[config.mk]
export PLATFORM = sky130hd
export DESIGN_NAME = ffha_out_flat
export DESIGN_NICKNAME = d
export VERILOG_FILES = /design/src/design/ffha_pkg.sv /design/src/design/ffha_channels.sv /design/src/design/ffha_out.sv /design/src/flat_wrapper.sv
export SDC_FILE = /design/constraint.sdc
export NUM_CORES = 1
export LEC_CHECK = 0
export BUFFER_PORTS_ARGS = -buffer_cell sky130_fd_sc_hd__buf_2
export CAP_MARGIN = 20
export CORE_MARGIN = 2
export CORE_UTILIZATION = 42
export DETAILED_ROUTE_END_ITERATION = 16
export GPL_TIMING_DRIVEN = 0
export HOLD_SLACK_MARGIN = 0.03
export PLACE_DENSITY_LB_ADDON = 0.1
export SLEW_MARGIN = 10
export SYNTH_ARGS = -nofsm -noshare
export SYNTH_HDL_FRONTEND = slang
export SYNTH_SLANG_ARGS = --single-unit
[constraint.sdc]
create_clock -name clock -period 2.25 [get_ports clock]
set_clock_uncertainty 0.15 [all_clocks]
set_input_delay 0.45 -clock clock [delete_from_list [all_inputs] [get_ports clock]]
set_output_delay 0.45 -clock clock [all_outputs]
set_load 0.01 [all_outputs]
[src/design/ffha_pkg.sv]
package ffha_pkg;

   localparam int HEAP_WORDS = 4096;
   localparam int IDX_W      = $clog2(HEAP_WORDS);
   localparam int CNT_W      = $clog2(HEAP_WORDS);
   localparam int WORD_W     = CNT_W + 1;
   localparam int DATA_W     = 32;
   localparam int NEED_W     = DATA_W - 1;

   typedef struct packed {
      logic             used;
      logic [CNT_W-1:0] count;
   } header_type;

   localparam header_type RESET_HEADER = '{used: 1'b0, count: CNT_W'(HEAP_WORDS - 1)};

   typedef enum logic [2:0] {
      ST_IDLE,
      ST_WALK,
      ST_MARK,
      ST_SPLIT,
      ST_FINISH
   } state_type;

   typedef struct packed {
      logic              wr_en;
      logic [IDX_W-1:0]  wr_addr;
      header_type        wr_data;
      logic              rd_en;
      logic [IDX_W-1:0]  rd_addr;
   } ram_cmd_type;

   typedef struct packed {
      logic              valid;
      logic [DATA_W-1:0] alloc_address;
      logic              granted;
   } result_type;

endpackage

[src/design/ffha_channels.sv]


interface ffha_rsp_if;
   logic        valid;
   logic        ready;
   logic [31:0] alloc_address;
   logic        granted;

   modport source (output valid, output alloc_address, output granted, input ready);
   modport sink (input valid, input alloc_address, input granted, output ready);
endinterface


[src/design/ffha_out.sv]
module ffha_out (
   input  logic                 clock,
   input  logic                 reset,
   input  ffha_pkg::result_type result,
   output logic                 slot_free,
   ffha_rsp_if.source           rsp_chan
);

   logic                        valid_ff, valid_in;
   logic [ffha_pkg::DATA_W-1:0] addr_ff, addr_in;
   logic                        grant_ff, grant_in;

   assign slot_free = !valid_ff || rsp_chan.ready;

   always_comb begin
      valid_in = valid_ff;
      addr_in  = addr_ff;
      grant_in = grant_ff;
      if (result.valid) begin
         valid_in = 1'b1;
         addr_in  = result.alloc_address;
         grant_in = result.granted;
      end else if (rsp_chan.ready) begin
         valid_in = 1'b0;
      end
   end

   always_ff @(posedge clock) begin
      if (reset) begin
         valid_ff <= 1'b0;
      end else begin
         valid_ff <= valid_in;
      end
      addr_ff  <= addr_in;
      grant_ff <= grant_in;
   end

   assign rsp_chan.valid         = valid_ff;
   assign rsp_chan.alloc_address = addr_ff;
   assign rsp_chan.granted       = grant_ff;

endmodule

[src/flat_wrapper.sv]
// flat-port wrapper written by rule: the top's interface ports become plain ports
module ffha_out_flat 
  (clock, reset, result, slot_free, rsp_chan_valid, rsp_chan_alloc_address, rsp_chan_granted, rsp_chan_ready);
  ffha_rsp_if rsp_chan_i ();
  input  logic clock;
  input  logic reset;
  input  ffha_pkg::result_type result;
  output logic slot_free;
  output wire logic [$bits(rsp_chan_i.valid)-1:0] rsp_chan_valid;
  output wire logic [$bits(rsp_chan_i.alloc_address)-1:0] rsp_chan_alloc_address;
  output wire logic [$bits(rsp_chan_i.granted)-1:0] rsp_chan_granted;
  input wire logic [$bits(rsp_chan_i.ready)-1:0] rsp_chan_ready;
  assign rsp_chan_valid = rsp_chan_i.valid;
  assign rsp_chan_alloc_address = rsp_chan_i.alloc_address;
  assign rsp_chan_granted = rsp_chan_i.granted;
  assign rsp_chan_i.ready = rsp_chan_ready;
  ffha_out u_core (.clock(clock), .reset(reset), .result(result), .slot_free(slot_free), .rsp_chan(rsp_chan_i));
endmodule
======== Yosys cells after proc, flatten, opt, wreduce, memory -nomap -nowiden ========
Cells that the tools add are included.
W data, S select, Z words.
word-level totals
  input bits .............................. 37
  register bits after elaboration ......... 34
  logic and storage cells ................. 8
  output and inout bits ................... 35
operators by class
  mux-type cells .......................... 2
  reduce and logical (&&, ||, !) cells .... 3
operators by type and width
  cell                count
  $mux W1             2
  $reduce_bool A2 Y1  1
  $logic_not A1 Y1    1
  $logic_or A1 B1 Y1  1

======== Logic depth before layout (Yosys ltp) ========
  depth in word-level cells ............... 2
  mapped depth ............................ 2
  mapped depth without buffers ............ 2

======== Worst setup path after synthesis ========
Ideal clock, no wire load.
  path type ............................... input port to output port
  start point ............................. input rsp_chan_ready
  end point ............................... output slot_free
  data required time ...................... 1.650 ns
  path buffers ............................ 0
  data arrival time ....................... 0.586 ns
  cell stages on the path ................. 1
  path slack .............................. 1.064 ns
  cells stage by stage .................... nand2b_4
on the way
  cells in the longest elaborated chain, start to end .. 1
ends and longest elaborated chain
  what                line                RTL
  start: declaration  flat_wrapper.sv:12  input wire logic [$bits(rsp_chan_i.ready)-1:0] rsp_chan_ready;
  $logic_or A1 B1 Y1  ffha_out.sv:13      assign slot_free = !valid_ff || rsp_chan.ready;
  end: declaration    flat_wrapper.sv:8   output logic slot_free;
No other way between the ends.

======== Final worst setup path ========
  start point ............................. register u_core.valid_ff (netlist: u_core.rsp_chan.valid)
  end point ............................... output slot_free
on the way
  cells in the longest elaborated chain, start to end .. 2
ends and longest elaborated chain
  what                      line            RTL
  start: declaration        ffha_out.sv:9   logic valid_ff, valid_in;
  start signal: assignment  ffha_out.sv:32  valid_ff <= valid_in;
  $logic_not A1 Y1          ffha_out.sv:13
  $logic_or A1 B1 Y1        ffha_out.sv:13
No other way between the ends.

==> impl_metrics.csv <==
group,metric,value,unit
detailed_routing,m1WireLength,574,µm
die,dieWidth,53.7,µm
worst_setup_path,start_kind,"flop",
finish,drive_above_1_share,68.4,%
worst_setup_path,critPathRequiredTime,1.65,ns
clocking,numCtsBuffers,5,
power,powerDensity,779,nW/µm²
detailed_routing,wl_met2,996,µm
grt,grt_pass1_wl,2440,µm
place,placed_cell_area,1430,µm²
synthesis,postSynthAreaPerCell,28.0,µm²
power,leakagePower,0.649,nW
timing,max_freq,0.674,GHz
worst_setup_path,critPathKind,"flop to output port",
grt,track_usage,13.1,%
timing,whs,0.135,ns
finish,finalNetCount,152,
finish,fillers,196,
synthesis,synth.distinct_cells,5,
place,preCtsSetupSlack,0.697,ns
clocking,postCtsSetupRepairBufs,0,
clocking,cts_root_buffer,"clkbuf_4",
run,maxCapViolCount,0,
timing,fin_tns_setup,0,ns
worst_setup_path,crit_fanout,2,
worst_setup_path,max_stage_delay,0.38,ns
clocking,clk_latency,0.31,ns
worst_setup_path,slowest_stage,"dfxtp_1",
clocking,cts_resized,0,
detailed_routing,drt_iter0_drc,0,
detailed_routing,routed_wirelength,1760,µm
worst_setup_path,cp.arrival,0.88,ns
grt,grt_max_degree,35,
synthesis,synth_nets,74,
finish,layout_common_cells,"buf_2 (71), edfxtp_1 (33), clkbuf_4 (5)",
clocking,hold_buffers,0,
finish,final_common_cell,"buf_2",
clocking,cts.path.max_buffers,2,
run_status,status,"completed",
detailed_routing,viasPerCell,4.29,
grt,overflow,0,
die,die_area,2880,µm²
power,vdd_ir_drop_max,0.558,mV
detailed_routing,ant_nets,0,
synthesis,ys_seq_area_share,97.5,%
timing,fin_crit_sh,65.9,%
finish,diodes,0,
worst_setup_path,path_delay_family,"flip-flops",
place,portBuffers,71,
worst_hold_path,hold_path_class,"input port to flop",
clocking,clock_sinks,34,
detailed_routing,wire_per_inst,12.2,µm
timing,grt_setup_unrepaired,"false",
synthesis,syn_area,1040,µm²
detailed_routing,wl_met3,161,µm
clocking,cts_tree,"yes",
timing,setup_viol,0,
worst_setup_path,worst_setup_path_end_kind,"output port",
die,core_area,2410,µm²
place,gp_congestion,0.598,
timing,hold_violations,0,
synthesis,syn_inst,37,
grt,grt_pass1_vias,561,
timing,slew_headroom,53.1,%
die,io_pins,72,
finish,finish.instance_area,1470,µm²
synthesis,yosys_warnings,0,
detailed_routing,routed.top_layer,"met4",
detailed_routing,num_vias,618,
detailed_routing,first_pass_iters,1,
die,die_h,53.7,µm
timing,fin_ws,0.766,ns
timing,tightestPinTransition,0.704,ns
worst_setup_path,critPathBufInv,1,
clocking,clk_pin_slew,0.08,ns
power,totalPowerFinal,1.15,mW
timing,slew_violations,0,
die,start_util,43.0,%
die,rows,18,
grt,antenna_found_initial,0,
detailed_routing,drcViolationCount,0,
synthesis,ys_ff_latch,34,
finish,syn2layout_area_growth,41.9,%
timing,fin_crit,1.48,ns
clocking,cts_max_level,2,
worst_setup_path,crit_chain,"nand2b_4, buf_2",
-- final timing paths --
path / slack (ns) / to / cells past startpoint / startpoint
setup / recovery: 0.77 / slot_free / 2 / u_core.rsp_chan.valid$_SDFFE_PP0P_
hold / removal: 0.13 / u_core.rsp_chan.valid$_SDFFE_PP0P_ / 2 / reset
setup reg to reg: 1.49 / u_core.rsp_chan.valid$_SDFFE_PP0P_ / 2 / u_core.rsp_chan.valid$_SDFFE_PP0P_
hold reg to reg: 0.34 / u_core.rsp_chan.valid$_SDFFE_PP0P_ / 2 / u_core.rsp_chan.valid$_SDFFE_PP0P_
-- power breakdown --
part	internal, mW	switching, mW
combinational	0.0551	0.0621
sequential	0.748	0.0107
clock	0.106	0.164
-- routing by layer --
metal | up-vias | global-route usage [%]
li1 | 301 | -
met1 | 283 | 13.0
met2 | 31 | 21.3
met3 | 3 | 7.22
met4 | 0 | 7.69
met5 | - | 0
-- per-stage QoR --
step,util [%],instances
2_1_floorplan,-,37
3_3_place_gp,59.3,138
3_5_place_dp,59.3,138
4_1_cts,61.1,144
5_1_grt,61.1,144
6_report,61.1,144
-- layout make-up --
cell class / instances / area (µm²) / share of cell area, %
Sequential cell: 34 / 1010 / 68.7
Timing Repair Buffer: 71 / 355 / 24.1
Tap cell: 30 / 37.5 / 2.55
Clock inverter: 1 / 3.75 / 0.255
Clock buffer: 5 / 37.5 / 2.55
Multi-Input combinational cell: 2 / 22.5 / 1.53
Inverter: 1 / 3.75 / 0.255
-- Yosys cell counts --
cell type | number | share of area (%)
inv_1 | 1 | 0.36
edfxtp_1 | 33 | 96
dfxtp_1 | 1 | 1.9
a21oi_2 | 1 | 0.84
nand2b_4 | 1 | 1.3
-- registers in the layout (all words and copies together) (netlist names) --
name / count
u_core.rsp_chan.alloc_address: 32
u_core.rsp_chan.valid: 1
u_core.rsp_chan.granted: 1
-- kinds of logic after synthesis --
family / after synthesis / synth area share (%)
AOI/OAI and AO/OA: 1 / 0.845
DFF: 34 / 97.5
and+or+nand+nor: 1 / 1.33
buffers and inverters: 1 / 0.362
No activity file was read; power rests on OpenSTA's default activity.
