`src/design/ffha_ram.sv`:
```
module ffha_ram #(
   parameter int WIDTH = 8,
   parameter int DEPTH = 16
) (
   input  logic                     clock,
   input  logic                     wr_en,
   input  logic [$clog2(DEPTH)-1:0] wr_addr,
   input  logic [WIDTH-1:0]         wr_data,
   input  logic                     rd_en,
   input  logic [$clog2(DEPTH)-1:0] rd_addr,
   output logic [WIDTH-1:0]         rd_data
);

   logic [WIDTH-1:0] mem_ff [DEPTH];
   logic [WIDTH-1:0] rd_data_ff;

   always_ff @(posedge clock) begin
      if (wr_en) begin
         mem_ff[wr_addr] <= wr_data;
      end
      if (rd_en) begin
         rd_data_ff <= mem_ff[rd_addr];
      end
   end

   assign rd_data = rd_data_ff;

endmodule

```
`config.mk`:
```
export PLATFORM = sky130hd
export DESIGN_NAME = ffha_ram
export DESIGN_NICKNAME = d
export VERILOG_FILES = /design/src/design/ffha_ram.sv
export SDC_FILE = /design/constraint.sdc
export NUM_CORES = 1
export LEC_CHECK = 0
export BUFFER_PORTS_ARGS = -buffer_cell sky130_fd_sc_hd__buf_2
export CORE_MARGIN = 2
export CORE_UTILIZATION = 65
export CTS_CLUSTER_SIZE = 28
export DETAILED_ROUTE_END_ITERATION = 8
export GPL_TIMING_DRIVEN = 1
export PLACE_DENSITY = 0.84
export REMOVE_ABC_BUFFERS = 1
export SYNTH_ARGS = -nofsm -noshare
export SYNTH_HDL_FRONTEND = slang
export SYNTH_SLANG_ARGS = --single-unit
```
`constraint.sdc`:
```
create_clock -name clock -period 3.5 [get_ports clock]
set_clock_uncertainty 0.05 [all_clocks]
set_input_delay 0 -clock clock [delete_from_list [all_inputs] [get_ports clock]]
set_output_delay 0 -clock clock [all_outputs]
set_load 0.02 [all_outputs]
```
==> After elaboration in Yosys (flattened, before gate mapping) <==
Memory sizes are Yosys's and may differ from the RTL's. A register that Yosys moved wholly into a read port is not among the register bits.
Index checks and enable logic that the tools add are counted.
{ "classes": {"muxes": 2} }
{ "ops": {"columns": ["operator", "n"], "rows": [
  ["1-bit 2-to-1 mux", 2]
]} }
{ "word_totals": {"out_inout_bits": 8, "reg_bits": 0, "ramBits": 128, "input_bits": 19, "memories": 1} }
{ "memory_table": {"columns": ["name", "depth", "width", "read_ports", "rd_clocked_by_memory_dff", "wr", "line", "source"], "rows": [
  ["mem_ff", 16, 8, 1, 1, 1, "14", "logic [WIDTH-1:0] mem_ff [DEPTH];"]
]} }

==> Depth between registers and ports, before layout <==
Gate-level depths: netlist of the first run.
{ "depth": {"depth_word": 2, "mapped_depth": 5, "ltp_nobuf": 3} }

==> Worst setup path before layout of the first run <==
OpenSTA, ideal clock, no wires.
{ "synth_timing": {"path_type": "input to register", "start": "in wr_addr[2]", "end": "mem mem_ff[0][0] (enable)", "arrival_ns": 1.110, "n_path_buf": 0, "stages": 2, "setup_slack_ns": 1.957, "t_required_ns": 3.067, "setup_time_ns": 0.383, "path_cell_list": "or3b_2 -> nor3_1"} }
{ "synth_rtl": {"columns": ["item", "line", "source"], "rows": [
  ["from (decl)", "7", "input logic [$clog2(DEPTH)-1:0] wr_addr,"],
  ["to (decl)", "14", null]
]} }
No word-level cell before the write port.

==> results.json, run 1 <==
{
  "die_w_um": 93.7,
  "reg2reg_to": "rd_data[0]$_DFFE_PP_",
  "critPathMaxStageDelay_ns": 0.67,
  "grt_antenna_before_repair": 0,
  "gp_congestion": 0.741,
  "p_sw_mw": 0.778,
  "end_kind": "flop",
  "fin_nets": 299,
  "ios": 27,
  "rsz0062_at_grt": "false",
  "place_hpwl_mm": 5.68,
  "setup_viol": 0,
  "pre_cts_ws_ns": 1.37,
  "cap_violations": 0,
  "grt-ovfl-total": 0,
  "port_buffers": 26,
  "worstSetupPathType": "input pin to flop",
  "regToRegSetupSlack_ns": 1.95,
  "seqPwrFrac_pct": 49.8,
  "routed_wirelength_mm": 9.85,
  "crit_path_start_kind": "input pin",
  "tightest_slew_ns": 0.922,
  "grt_max_degree": 33,
  "clkTransAtPathRegs_ns": 0.06,
  "slowest_stage": "buf_2",
  "insertion_delay_ns": 0.51,
  "drc_errors": 0,
  "power_mw": 3.71,
  "via_count": 2490,
  "cts_root_buffer": "clkbuf_8",
  "status": "finished, final reports clean",
  "crit_chain": "buf_2 -> buf_4 -> mux4_1 -> a22oi_1 -> nand2_1",
  "critPathArrivalTime_ns": 1.80,
  "synthCells": 229,
  "path_max_fanout": 28,
  "seq_area_um2": 4080,
  "firstDrtPassIters": 5,
  "yosysWarningCount": 0,
  "fill_cells": 394,
  "clock_sinks": 136,
  "power.density_nw_per_um2": 606,
  "yosysSeqAreaShare_pct": 78.1,
  "r2r_cells": 3,
  "grtUsageTotal_pct": 25.5,
  "pwr-share-comb_pct": 4.7,
  "hp-class": "input pin to flop",
  "core_um2": 7770,
  "endpoint": "rd_data[5]$_DFFE_PP_",
  "vdd_drop_max_v": 0.000528,
  "dieArea_um2": 8780,
  "clkPwrFrac_pct": 45.5,
  "area_growth_pct": 17.0,
  "r2r_start": "mem_ff[1][0]$_DFFE_PP_",
  "grt_first_pass_wirelength_mm": 15.1,
  "hold_depth": 3,
  "period_minus_slack_ns": 1.60,
  "cts_tree": "built",
  "finalHoldViolCount": 0,
  "timing.hold.ws_ns": 0.0350,
  "diodes": 0,
  "tns_ns": 0,
  "row_count": 32,
  "period_share_pct": 45.7,
  "dp_cells": 353,
  "die_h_um": 93.7,
  "swShare_pct": 21.0,
  "start_util_pct": 67.3,
  "synth_area_um2": 5230,
  "grt_pass1_vias": 2591,
  "cp.required_ns": 3.70,
  "stdcell_count": 395,
  "drt_iter0_drc": 272,
  "startpoint": "rd_addr[0]",
  "cell_internal_pwr_mw": 2.93,
  "post_cts_buffers": 0,
  "ant_nets": 0,
  "drive_above_1_share_pct": 27.6,
  "wl_per_cell_um": 24.9,
  "syn_avg_cell_area_um2": 22.8,
  "via_per_inst": 6.30,
  "multi_input_area_um2": 1060,
  "slew_headroom_pct": 38.3,
  "cellLeakagePower_nw": 2.04,
  "ctsHtreeMaxLevel": 4,
  "cts_made_buffers": 17,
  "clock.fmax_mhz": 626,
  "maxSlewViolCount": 0,
  "synth_cell_types": 18,
  "ctsLongestPathBuffers": 2,
  "worst_slack_ns": 1.90,
  "synth-seq-cells": 136
}
-- sequential cells by signal, indices dropped and copies added (netlist names) --
signal,count
mem_ff,128
rd_data,8
-- cell families (layout without fill, tap and decap cells) --
logic type / after synthesis / in the layout / synth area share [%]
AO/OA/AOI/OAI: 16 / 16 / 2.30
buffers and inverters: 10 / 74 / 1.65
AND/OR/NAND/NOR: 35 / 35 / 3.14
flip-flops: 136 / 136 / 78.1
multiplexers: 32 / 32 / 14.8
-- timing repair --
| action | CTS | global route |
|---|---|---|
| hold endpoints to repair | 142 | 0 |
| resized for setup | 0 | 0 |
| hold buffers | 10 | 0 |
-- power by group through the flow --
stage / clock network (mW) / logic, mW / registers, mW
after CTS: 1.72 / 0.177 / 1.85
after global placement: 0 / 0.161 / 1.88
after global routing: 1.78 / 0.191 / 1.85
final: 1.69 / 0.175 / 1.85
after floorplan: 0 / 0.0732 / 1.89
after detailed placement: 0 / 0.166 / 1.88
-- cell usage after synthesis --
| master | number | share of area (%) |
|---|---|---|
| mux4_1 | 14 | 7.0 |
| nand2b_1 | 2 | 0.24 |
| a22oi_1 | 16 | 2.3 |
| nand2_1 | 9 | 0.65 |
| nor2_1 | 13 | 0.93 |
| buf_4 | 1 | 0.14 |
| and2_1 | 1 | 0.12 |
| and2b_1 | 1 | 0.14 |
| buf_6 | 3 | 0.65 |
| clkdlybuf4s25_2 | 3 | 0.57 |
| nand3_1 | 1 | 0.096 |
| mux4_2 | 18 | 7.8 |
| nor2b_1 | 1 | 0.12 |
| nor3_1 | 4 | 0.38 |
| nand3b_1 | 2 | 0.29 |
| edfxtp_1 | 136 | 78 |
| or3b_2 | 1 | 0.17 |
| buf_2 | 3 | 0.29 |
-- final cells by class --
type / count / share of cell area (%)
tap: 102 / 2.09
sequential: 136 / 66.8
timing repair buffer: 42 / 4.50
clock inverter: 13 / 2.44
clock buffer: 19 / 6.90
multi-input combinational: 83 / 17.3
-- worst min-delay path by stage --
stage / slack, ns / endpoint / from
CTS: 0.0004 / mem_ff[0][2]$_DFFE_PP_ / wr_addr[1]
global placement: 0.33 / mem_ff[14][2]$_DFFE_PP_ / wr_data[2]
global route: 0.003 / mem_ff[0][3]$_DFFE_PP_ / wr_addr[1]
detailed placement: 0.32 / rd_data[7]$_DFFE_PP_ / rd_en
floorplan: 0.05 / mem_ff[0][0]$_DFFE_PP_ / wr_data[0]
finish: 0.03 / mem_ff[0][6]$_DFFE_PP_ / wr_addr[1]
-- critical path: cells and delay by family --
kind	cells	cell delay, ns
buffers and inverters	2	0.94
AND/OR/NAND/NOR	1	0.08
multiplexers	1	0.55
AO/OA/AOI/OAI	1	0.20
-- metrics by stage --
stage | util (%) | area (µm²)
finish | 78.7 | 6110
floorplan | - | 5140
detailed placement | 70.1 | 5440
global route | 78.7 | 6110
CTS | 78.7 | 6110
global placement | 70.1 | 5440
-- placed cells by master, fill, tap and decap left out, types with 2 or more instances in the layout --
cell           netlist  routed
mux4_1              14      14
clkinv_4             0       3
a22oi_1             16      16
buf_4                1       6
nor3_1               4       4
bufinv_16            0       2
edfxtp_1           136     136
nand2_1              9       9
nand2b_1             2       2
nand3b_1             2       2
clkinvlp_4           0       5
buf_2                3      26
mux4_2              18      18
clkbuf_1             0       2
clkbuf_16            0      16
nor2_1              13      13
dlygate4sd3_1        0      10
-- per-layer routing --
| layer | global-route usage, % | wire, µm | part of all wire, % |
|---|---|---|---|
| met1 | 36.8 | 3810 | 39 |
| met2 | 38.3 | 5120 | 52 |
| met3 | 8.27 | 845 | 8.6 |
| met4 | 7.85 | 78 | 0.79 |
| met5 | 0 | 0 | 0 |
(Power assumes the default switching activity.)
==> inputs of run 2 (changes only) <==
CORE_UTILIZATION = 60   (was 65)
PLACE_DENSITY = 0.78   (was 0.84)
clock period = 1.5 ns   (was 3.5 ns; I/O delays follow)
==> results.json, run 2 (synthesis gave the netlist of run 1 again) <==
{
  "top_register": "mem_ff",
  "wl_per_cell_um": 23.0,
  "cts_tree": "built",
  "grt_pass1_vias": 2608,
  "clock_sinks": 136,
  "final_cell_mix": "edfxtp_1 (136), mux4_2 (26), buf_2 (26), buf_4 (18), clkbuf_16 (16)",
  "dr_wl_met3_um": 631,
  "drc_errors": 0,
  "core_um2": 8590,
  "end_kind": "flop",
  "slowest_stage": "mux4_2",
  "regToRegSetupSlack_ns": -0.002,
  "grtUsageTotal_pct": 21.6,
  "dp_cells": 375,
  "highest_layer": "met4",
  "cellLeakagePower_nw": 2.16,
  "start_util_pct": 60.8,
  "hp-class": "input pin to flop",
  "r2r_cells": 3,
  "seqPwrFrac_pct": 48.1,
  "drt_iter0_drc": 227,
  "power.density_nw_per_um2": 1410,
  "place_hpwl_mm": 5.87,
  "area_growth_pct": 21.8,
  "critPathMaxStageDelay_ns": 0.47,
  "ant_nets": 0,
  "clock.fmax_mhz": 666,
  "finalHoldViolCount": 0,
  "period_share_pct": 100,
  "wirelength_met1_mm": 3.95,
  "diodes": 0,
  "seq_area_um2": 4080,
  "slew_headroom_pct": 68.8,
  "critPathArrivalTime_ns": 1.71,
  "cp.required_ns": 1.71,
  "port_buffers": 26,
  "final_common_cell": "edfxtp_1",
  "pwr-share-comb_pct": 5.2,
  "startpoint": "mem_ff[3][7]$_DFFE_PP_",
  "crit_path_start_kind": "flop",
  "grt-ovfl-total": 0,
  "crit_cells": 3,
  "insertion_delay_ns": 0.52,
  "rsz0062_at_grt": "true",
  "die_h_um": 97.3,
  "endpoint": "rd_data[7]$_DFFE_PP_",
  "maxSlewViolCount": 0,
  "cap_violations": 0,
  "die_w_um": 97.3,
  "routed_wirelength_mm": 9.62,
  "multi_input_area_um2": 1080,
  "dieArea_um2": 9480,
  "wl_met2_mm": 4.96,
  "setup_viol": 1,
  "placed_area_um2": 5620,
  "largest_reg_flops": 128,
  "path_buf_inv": 0,
  "path_max_fanout": 1,
  "failed_checks": "negative setup slack",
  "worst_slack_ns": -0.00241,
  "drive_above_1_share_pct": 35.5,
  "firstDrtPassIters": 4,
  "stdcell_area_um2": 6370,
  "cts_made_buffers": 17,
  "ios": 27,
  "crit_chain": "mux4_2 -> a22oi_1 -> nand2_1",
  "via_per_inst": 6.05,
  "clkPwrFrac_pct": 46.7,
  "r2r_start": "mem_ff[3][7]$_DFFE_PP_",
  "ctsHtreeMaxLevel": 4,
  "power_mw": 8.96,
  "status": "finished with violations",
  "clkTransAtPathRegs_ns": 0.06,
  "cts_root_buffer": "clkbuf_8",
  "critPathTopFamily": "multiplexers",
  "stdcell_count": 418,
  "grt_max_degree": 33,
  "reg2reg_to": "rd_data[7]$_DFFE_PP_",
  "period_minus_slack_ns": 1.50,
  "ctsLongestPathBuffers": 2,
  "vdd_drop_max_v": 0.00113,
  "grt_antenna_before_repair": 0,
  "fill_cells": 480,
  "worstSetupPathType": "flop to flop",
  "tightest_slew_ns": 0.468,
  "swShare_pct": 18.3,
  "row_count": 34,
  "grt_first_pass_wirelength_mm": 14.6,
  "via_count": 2528,
  "gp_congestion": 0.757,
  "fin_nets": 317,
  "cell_internal_pwr_mw": 7.32,
  "p_sw_mw": 1.64
}
run 2: changes by cell type in the layout (fill, tap and decap cells not counted), sizes merged:
cell         before  now
buf              32   48
clkinv            4    6
inv               2    0
dlygate4sd3      10   12
clkinvlp          5    1
bufinv            2    5
run 2: per-stage QoR:
stage	setup TNS [ns]	setup slack, ns	hold slack [ns]	util, %
floorplan	-0.343	-0.0429	0.0489	-
global placement	-0.136	-0.0528	0.320	65.4
detailed placement	-0.376	-0.0979	0.317	65.4
CTS	0	0.00682	0.0602	74.1
global route	-0.0966	-0.0311	0.105	74.1
finish	-0.00241	-0.00241	0.0920	74.1
run 2: per-layer routing:
| metal | vias to the layer above | track usage, % |
|---|---|---|
| met5 | - | 0 |
| met4 | 0 | 7.59 |
| met3 | 7 | 6.33 |
| met2 | 94 | 34.3 |
| met1 | 1316 | 29.2 |
| li1 | 1111 | - |
run 2: area by class of cell:
type / count / share of cell area (%)
clock buffer: 19 / 6.62
tap: 108 / 2.12
timing repair buffer: 60 / 7.31
sequential: 136 / 64.1
clock inverter: 12 / 2.85
multi-input combinational: 83 / 17.0
run 2: worst min-delay path, stage by stage:
cell,delay [ns]
buf_2,0.10
or3b_2,0.15
nor2_1,0.05
buf_4,0.18
run 2: how the worst min path moves through the flow:
stage,from,slack (ns),cells past startpoint,endpoint
5_1_grt,wr_addr[2],0.10,4,mem_ff[15][3]$_DFFE_PP_
2_1_floorplan,wr_data[0],0.05,0,mem_ff[0][0]$_DFFE_PP_
3_3_place_gp,rd_en,0.32,1,rd_data[7]$_DFFE_PP_
3_5_place_dp,rd_en,0.32,1,rd_data[7]$_DFFE_PP_
4_1_cts,wr_addr[3],0.06,4,mem_ff[1][3]$_DFFE_PP_
6_report,wr_addr[3],0.09,4,mem_ff[1][6]$_DFFE_PP_
run 2: repair_timing:
action	in CTS	in global routing
pin swaps	1	2
resized for setup	10	9
setup buffers	0	0
endpoints found under the hold margin	168	0
hold buffers	12	0
setup endpoints to repair	7	7
run 2: power groups by stage:
stage          registers, mW  logic (mW)  clock network, mW
2_1_floorplan           4.40       0.171                  0
3_3_place_gp            4.38       0.406                  0
3_5_place_dp            4.38       0.419                  0
4_1_cts                 4.31       0.458               4.25
5_1_grt                 4.32       0.497               4.40
6_report                4.31       0.463               4.19
==> inputs of run 3 (changes only) <==
TNS_END_PERCENT = 20   (was not set)
==> results.json, run 3 (synthesis gave the netlist of run 1 again) <==
{
  "status": "finished with violations",
  "failed_checks": "negative setup slack",
  "wl_per_cell_um": 23.0,
  "period_share_pct": 101,
  "largest_reg_flops": 128,
  "stdcell_area_um2": 6370,
  "grt_first_pass_wirelength_mm": 14.6,
  "grtUsageTotal_pct": 21.5,
  "cts_tree": "built",
  "use_met3_pct": 7.41,
  "end_kind": "flop",
  "gp_congestion": 0.757,
  "ctsLongestPathBuffers": 2,
  "row_count": 34,
  "crit_chain": "mux4_2 -> a22oi_1 -> nand2_1",
  "cts_root_buffer": "clkbuf_8",
  "cellLeakagePower_nw": 2.16,
  "path_max_fanout": 1,
  "cts_made_buffers": 17,
  "diodes": 0,
  "dieArea_um2": 9480,
  "area_growth_pct": 21.8,
  "top_register": "mem_ff",
  "insertion_delay_ns": 0.51,
  "drc_errors": 0,
  "final_cell_mix": "edfxtp_1 (136), buf_2 (26), mux4_2 (25), buf_4 (18), clkbuf_16 (16)",
  "power_mw": 8.95,
  "power.density_nw_per_um2": 1410,
  "port_buffers": 26,
  "worstSetupPathType": "flop to flop",
  "grt_use_met1_pct": 28.2,
  "final_common_cell": "edfxtp_1",
  "core_um2": 8590,
  "tightest_slew_ns": 0.464,
  "routed_wirelength_mm": 9.60,
  "grt_pass1_vias": 2612,
  "clock.fmax_mhz": 663,
  "drive_above_1_share_pct": 34.8,
  "post_cts_buffers": 0,
  "fin_nets": 317,
  "grt.busiest_layer": "met2",
  "ant_nets": 0,
  "post-route-util_pct": 74.1,
  "tns_ns": -0.0152,
  "critPathArrivalTime_ns": 1.71,
  "slew_headroom_pct": 69.1,
  "die_w_um": 97.3,
  "grt_max_degree": 33,
  "drt_iter0_drc": 240,
  "maxSlewViolCount": 0,
  "slowest_stage": "mux4_2",
  "worst_slack_ns": -0.00879,
  "via_count": 2529,
  "via_per_inst": 6.05,
  "firstDrtPassIters": 4,
  "grt_use_met2_pct": 34.2,
  "vdd_drop_max_v": 0.00113,
  "setup_viol": 2,
  "finalHoldViolCount": 0,
  "start_util_pct": 60.8,
  "cap_violations": 0,
  "rsz0062_at_grt": "true",
  "clkTransAtPathRegs_ns": 0.06,
  "crit_path_start_kind": "flop",
  "cp.required_ns": 1.70,
  "clock_sinks": 136,
  "grt_antenna_before_repair": 0,
  "ctsHtreeMaxLevel": 4,
  "hp-class": "input pin to flop",
  "grt-ovfl-total": 0,
  "critPathMaxStageDelay_ns": 0.46,
  "die_h_um": 97.3,
  "placed_area_um2": 5620,
  "place_hpwl_mm": 5.87,
  "ios": 27,
  "fill_cells": 478,
  "period_minus_slack_ns": 1.51
}
==> run 3: changes by cell type in the layout (fill, tap and decap cells not counted) <==
cell and change:
a22oi_1 +1, a22oi_2 -1, mux4_1 +1, mux4_2 -1
==> run 3: stage by stage <==
| stage | std cells | hold WS (ns) | setup slack (ns) |
|---|---|---|---|
| after global placement | 375 | 0.320 | -0.0528 |
| after global routing | 418 | 0.105 | -0.0310 |
| after detailed placement | 375 | 0.317 | -0.0979 |
| after floorplan | 219 | 0.0489 | -0.0429 |
| final | 418 | 0.0920 | -0.00879 |
| after CTS | 418 | 0.0602 | -0.0142 |
==> run 3: timing repair <==
action                                  4_1_cts  5_1_grt
hold endpoints to repair                    168        0
hold buffers                                 12        0
resized for setup                             5       12
endpoints found under the setup margin        7        8
pin swaps                                     1        2
==> run 3: worst paths after layout <==
check / startpoint / endpoint / slack (ns) / cells after the start
worst max register to register: mem_ff[2][7]$_DFFE_PP_ / rd_data[7]$_DFFE_PP_ / -0.009 / 3
worst max-delay path: mem_ff[2][7]$_DFFE_PP_ / rd_data[7]$_DFFE_PP_ / -0.009 / 3
worst min-delay path: wr_addr[3] / mem_ff[3][6]$_DFFE_PP_ / 0.09 / 4
worst min register to register: mem_ff[15][0]$_DFFE_PP_ / rd_data[0]$_DFFE_PP_ / 0.70 / 3
==> run 3: per-layer routing <==
layer,routed length (µm),up-vias
met5,0,-
met4,114,0
met3,757,10
met2,4880,103
met1,3850,1302
li1,-,1114
==> run 3: worst max-delay path: cells and delay by family (launching register included) <==
family | cells | cell delay, ns
flip-flops | 1 | 0.37
AND/OR/NAND/NOR | 1 | 0.09
multiplexers | 1 | 0.46
AO/OA/AOI/OAI | 1 | 0.29
==> run 3: layout make-up <==
cell class / instances / area, µm² / share of cell area, %
Sequential cell: 136 / 4080 / 64.2
Multi-Input combinational cell: 83 / 1080 / 16.9
Timing Repair Buffer: 60 / 465 / 7.31
Clock buffer: 19 / 422 / 6.62
Clock inverter: 12 / 181 / 2.85
Tap cell: 108 / 135 / 2.12
==> run 3: power by group <==
group / internal, mW / leakage [nW] / switching (mW)
registers: 4.29 / 1.24 / 0.0255
logic: 0.209 / 0.634 / 0.252
clock network: 2.82 / 0.289 / 1.36
total: 7.31 / 2.16 / 1.64
